===== src/fmbf_pkg.sv =====
// shared types and constants of the mirrored-boundary fir filter
package fmbf_pkg;

	localparam int CHANNELS = 6;
	// accumulator: up to 127 products of 32 x 32 bits
	localparam int ACC_W    = 72;
	// tap sum: up to 127 taps of 32 bits
	localparam int TSUM_W   = 40;
	// rounding numerator 2|acc| + |tsum|
	localparam int NUM_W    = ACC_W + 1;
	localparam int CNT_W    = $clog2(NUM_W);
	// signed width for mirrored positions
	localparam int POS_W    = 17;

	localparam logic [1:0] CFG_TAP_COUNT    = 2'd0;
	localparam logic [1:0] CFG_SAMPLE_COUNT = 2'd1;

	typedef enum logic [1:0] {
		MODE_TAP   = 2'd0,
		MODE_REC   = 2'd1,
		MODE_QUERY = 2'd2,
		MODE_NONE  = 2'd3
	} mode_t;

	typedef enum logic [1:0] {
		ST_OK       = 2'd0,
		ST_ZERO_SUM = 2'd1,
		ST_RANGE    = 2'd2
	} status_t;

	typedef enum logic [2:0] {
		S_IDLE,
		S_CHECK,
		S_MAC,
		S_DRAIN,
		S_DIV,
		S_OUT
	} state_t;

	typedef struct packed {
		logic clear;
		logic mac_en;
		logic div_start;
	} lane_ctrl_t;

endpackage


===== src/fmbf_lane.sv =====
// one channel lane: multiply-accumulate and rounding divide by the tap sum
module fmbf_lane import fmbf_pkg::*; (
	input  logic                     clk,
	input  logic                     arst_n,
	input  lane_ctrl_t               ctrl,
	input  logic signed [31:0]       tap,
	input  logic signed [31:0]       smp,
	input  logic signed [TSUM_W-1:0] tsum,
	output logic                     done,
	output logic signed [31:0]       result
);

	logic signed [63:0]      prod_s2;
	logic                    prod_v_s2;
	logic signed [ACC_W-1:0] acc_q;
	logic [NUM_W-1:0]        num_q;
	logic [TSUM_W:0]         den2_q;
	logic [TSUM_W:0]         rem_q;
	logic [CNT_W-1:0]        cnt_q;
	logic                    busy_q;
	logic                    neg_q;
	logic                    done_q;
	logic [ACC_W-1:0]        acc_abs;
	logic [TSUM_W-1:0]       tsum_abs;
	logic [TSUM_W+1:0]       trial;
	logic                    fits;

	// magnitudes for the divide start and the trial subtraction of the divider
	always_comb begin
		acc_abs  = acc_q[ACC_W-1] ? ACC_W'(-acc_q) : ACC_W'(acc_q);
		tsum_abs = tsum[TSUM_W-1] ? TSUM_W'(-tsum) : TSUM_W'(tsum);
		trial    = {rem_q, num_q[NUM_W-1]};
		fits     = trial >= {1'b0, den2_q};
	end

	// control of the mac pipeline and divider
	always_ff @(posedge clk or negedge arst_n) begin
		if (!arst_n) begin
			prod_v_s2 <= 1'b0;
			busy_q    <= 1'b0;
			done_q    <= 1'b0;
			cnt_q     <= '0;
		end else begin
			prod_v_s2 <= ctrl.mac_en && !ctrl.clear;
			done_q    <= 1'b0;
			if (ctrl.div_start) begin
				busy_q <= 1'b1;
				cnt_q  <= '0;
			end else if (busy_q) begin
				cnt_q <= cnt_q + 1'b1;
				if (cnt_q == CNT_W'(NUM_W - 1)) begin
					busy_q <= 1'b0;
					done_q <= 1'b1;
				end
			end
		end
	end

	// product, accumulator and restoring divide datapath
	always_ff @(posedge clk) begin
		if (ctrl.mac_en) begin
			prod_s2 <= tap * smp;
		end
		if (ctrl.clear) begin
			acc_q <= '0;
		end else if (prod_v_s2) begin
			acc_q <= acc_q + ACC_W'(prod_s2);
		end
		if (ctrl.div_start) begin
			num_q  <= {acc_abs, 1'b0} + NUM_W'(tsum_abs);
			den2_q <= {tsum_abs, 1'b0};
			rem_q  <= '0;
			neg_q  <= acc_q[ACC_W-1] ^ tsum[TSUM_W-1];
		end else if (busy_q) begin
			rem_q <= fits ? TSUM_W'(trial - {1'b0, den2_q}) + (TSUM_W+1)'(0)
			              : trial[TSUM_W:0];
			num_q <= {num_q[NUM_W-2:0], fits};
		end
	end

	// saturate the rounded quotient to 32 bits
	always_comb begin
		if (neg_q) begin
			result = (num_q > NUM_W'(33'h0_8000_0000)) ? 32'sh8000_0000
			                                            : -$signed(num_q[31:0]);
		end else begin
			result = (num_q > NUM_W'(33'h0_7FFF_FFFF)) ? 32'sh7FFF_FFFF
			                                            : $signed(num_q[31:0]);
		end
	end

	assign done = done_q;

endmodule


===== config.mk =====
export PLATFORM = sky130hd
export DESIGN_NAME = fmbf_lane
export DESIGN_NICKNAME = d
export VERILOG_FILES = /design/src/fmbf_pkg.sv /design/src/fmbf_lane.sv
export SDC_FILE = /design/constraint.sdc
export NUM_CORES = 2
export LEC_CHECK = 0
export ABC_AREA = 1
export BUFFER_PORTS_ARGS = -buffer_cell sky130_fd_sc_hd__buf_2
export CAP_MARGIN = 5
export CORE_UTILIZATION = 55
export CTS_CLUSTER_SIZE = 16
export DETAILED_ROUTE_END_ITERATION = 10
export GPL_TIMING_DRIVEN = 0
export PLACE_DENSITY = 0.71
export SLEW_MARGIN = 15
export SYNTH_ARGS = -nofsm -noshare
export SYNTH_HDL_FRONTEND = slang
export SYNTH_SLANG_ARGS = --single-unit

===== constraint.sdc =====
create_clock -name clk -period 8.2 [get_ports clk]
set_input_delay 1.64 -clock clk [delete_from_list [all_inputs] [get_ports clk]]
set_output_delay 1.64 -clock clk [all_outputs]
set_load 0.005 [all_outputs]

==> impl_metrics.yaml <==
synthesis:
  ys_seq_area_frac: 0.121
  synth_simple_gate_area_frac: 0.209
  synthesis.area_um2: 65000
  synth_top_area_frac: 0.334
  syn_area_per_cell_um2: 7.33
  synthMuxAreaShare: 0
  synth.distinct_cells: 56
  synth_cells: 8863
  synth_top_family_by_area: "adder cells"
  ys_seq_elements: 301
  syn-num-nets: 10400
  synth_compound_area_frac: 0.0832
  synth_top_area_cell: "fa_1"
  synthXorXnorAreaFrac: 0.0379
  synth_edf_count: 178
  async_flop_share: 0.0332
  ys.flop_type: "edfxtp_1"
  synthAdderAreaFrac: 0.400
  ys_top_cells_by_area: "fa_1 33%, inv_1 13%, nand2_1 12%"
  ys_warn_count: 0
die:
  chipWidth_um: 346
  coreArea_um2: 117000
  ios: 142
  initial_utilization: 0.557
  rows: 125
  die-area_um2: 119000
  fp.dieH_um: 346
setup_path:
  critPathCaptureType: "register"
  slowest_delay_ns: 0.62
  worstReg2RegStart: "acc_q[71]"
  cp_slowest_cell: "fa_1"
  critPathMaxFanout: 10
  path_buf_inv: 8
  required_ns: 8.59
  crit_type: "in -> reg"
  worst_setup_path_start_kind: "input port"
  path_delay_family: "adder cells"
  r2r_cells: 23
  r2r_setup_slack_ns: 2.31
  crit_arrival_ns: 8.81
  worstReg2RegEnd: "num_q[35]"
  cp_common_cell: "fa_1"
cells_and_area:
  regArea_um2: 7860
  final_cells: 10700
  final_common_cell: "inv_1"
  area_delta_synth_final_pct: 13.6
  drive_above_1_share: 0.104
  mostFrequentLayoutCells: "2,237 x inv_1, 2,042 x nand2_1, 1,046 x fa_1"
  fill_cells: 10500
  multi_input_area_um2: 48900
  nets: 10700
timing:
  setup_tns_ns: -2.14
  setup_violations: 17
  layout_min_cycle_time_ns: 8.42
  finalMaxSlewViolations: 0
  fin_ws_ns: -0.223
  whs_ns: 0.468
  rsz0062_at_grt: "true"
  min_period_over_period: 1.03
  hold_viol: 0
  skew_ns: 0.0721
  fmax_ghz: 0.119
  worst_pin_slew_ns: 1.15
  slew_headroom: 0.230
cts:
  cts_tree: "done"
  clkTransAtPathRegs_ns: 0.06
  cts_sinks: 301
  cts_made_buffers: 37
  clock_path_buffers: 3
  cts_max_level: 2
  clock_latency_ns: 0.64
  cts_root_buffer: "clkbuf_16"
detailed_routing:
  vias: 61900
  drcViolationCount: 0
  detail_route.iter0.violations: 6940
  detail-route-antenna-nets: 0
  vias_per_cell: 5.76
  drtPass1Iterations: 6
  post_drt_wl_per_cell_um: 25.1
  wl_mm: 270
global_route:
  grt-ovfl-total: 0
  grt_max_degree: 66
  grt.met2_usage: 0.696
  antenna_found_initial: 14
  grt_pass1_wl_mm: 393
  grt_util_all_layers: 0.450
  grt_util_met1: 0.545
  use_met3: 0.116
  grt_pass1_vias: 62300
  grt.busiest_layer: "met2"
status:
  outcome: "complete, but fails checks"
  violations: "negative setup slack"
min_path:
  min_from: "rem_q[4]"
  holdPathStages: 2
  hold_end: "rem_q[4]"
  hold_class: "reg -> reg"
placed_design:
  place_inst: 10500
  hpwl_mm: 222
  place.gp.congestion: 1.10
  io_buffers: 140
job:
  maxCapViolations: 0
metal layers:
layer / up-vias / wire length [um]
met3: 1135 / 30700
met1: 30000 / 96900
met5: - / 64
met2: 3649 / 117000
met4: 10 / 25400
li1: 27200 / -
logic make-up (layout without fill, tap and decap cells):
| group | Yosys count | after routing |
|---|---|---|
| fa+ha+maj | 1425 | 1425 |
| other cells | 0 | 13 |
| simple gates | 3314 | 3314 |
| xor+xnor | 277 | 277 |
| buf+inv | 2576 | 2924 |
| flops | 301 | 301 |
| compound gates | 970 | 970 |
sequential cells by signal, indices dropped and copies added (netlist names):
signal and count:
acc_q 72, busy_q 1, cnt_q 7, den2_q 40, done 1, neg_q 1, num_q 73, prod_s2 64
prod_v_s2 1, rem_q 41
tightest hold or removal path: stages (launching register included):
cell and delay [ns]:
dfxtp_1 0.32, nand2_1 0.06, nand2_1 0.04
how the worst max path moves through the flow:
stage          startpoint           to  slack [ns]  depth (start not counted)
3_5_place_dp      tap[12]  prod_s2[62]       -2.49                         28
5_1_grt           tap[31]  prod_s2[60]       -0.33                         34
2_1_floorplan      smp[7]  prod_s2[62]       -0.11                         26
4_1_cts           tap[31]  prod_s2[63]       -0.20                         33
6_report          tap[27]  prod_s2[62]       -0.22                         27
3_3_place_gp      tap[12]  prod_s2[62]       -2.56                         28
cell usage after synthesis, drive strengths merged (59+ instances only):
library cell  number
nand4             74
nand3            251
edfxtp           178
ha               340
nand2           2095
inv             2305
fa              1085
xnor2             81
nor2             759
dfxtp            113
o21ai            362
clkbuf           246
a21oi            376
a31oi             59
xor2             196
cell type report:
cell class,count,share of cell area
plain buffers,269,0.0394
clock buffers,45,0.0136
flip-flops and latches,301,0.106
well taps,1524,0.0258
diodes,13,0.000441
inverters,2307,0.118
repair buffers,280,0.0298
multi-input cells,5986,0.662
clock inverters,23,0.00415
metrics by stage:
| stage | instance area, um^2 | util | setup slack [ns] |
|---|---|---|---|
| floorplan | 65300 | - | -0.108 |
| global placement | 67900 | 0.582 | -2.56 |
| detailed placement | 68000 | 0.583 | -2.49 |
| CTS | 72300 | 0.620 | -0.201 |
| global route | 73800 | 0.632 | -0.334 |
| finish | 73800 | 0.633 | -0.223 |
repair_timing:
| action | 4_1_cts | 5_1_grt |
|---|---|---|
| hold endpoints to repair | 0 | 0 |
| buffers inserted | 64 | 76 |
| hold buffers | 0 | 0 |
| pin swaps | 66 | 122 |
| resized for setup | 658 | 334 |
| cloned | 1 | 1 |
| endpoints found under the setup margin | 49 | 37 |
Power is left out: the tool's default activity adds up to more than one toggle a clock period on the data nets, which glitch-free logic cannot reach.
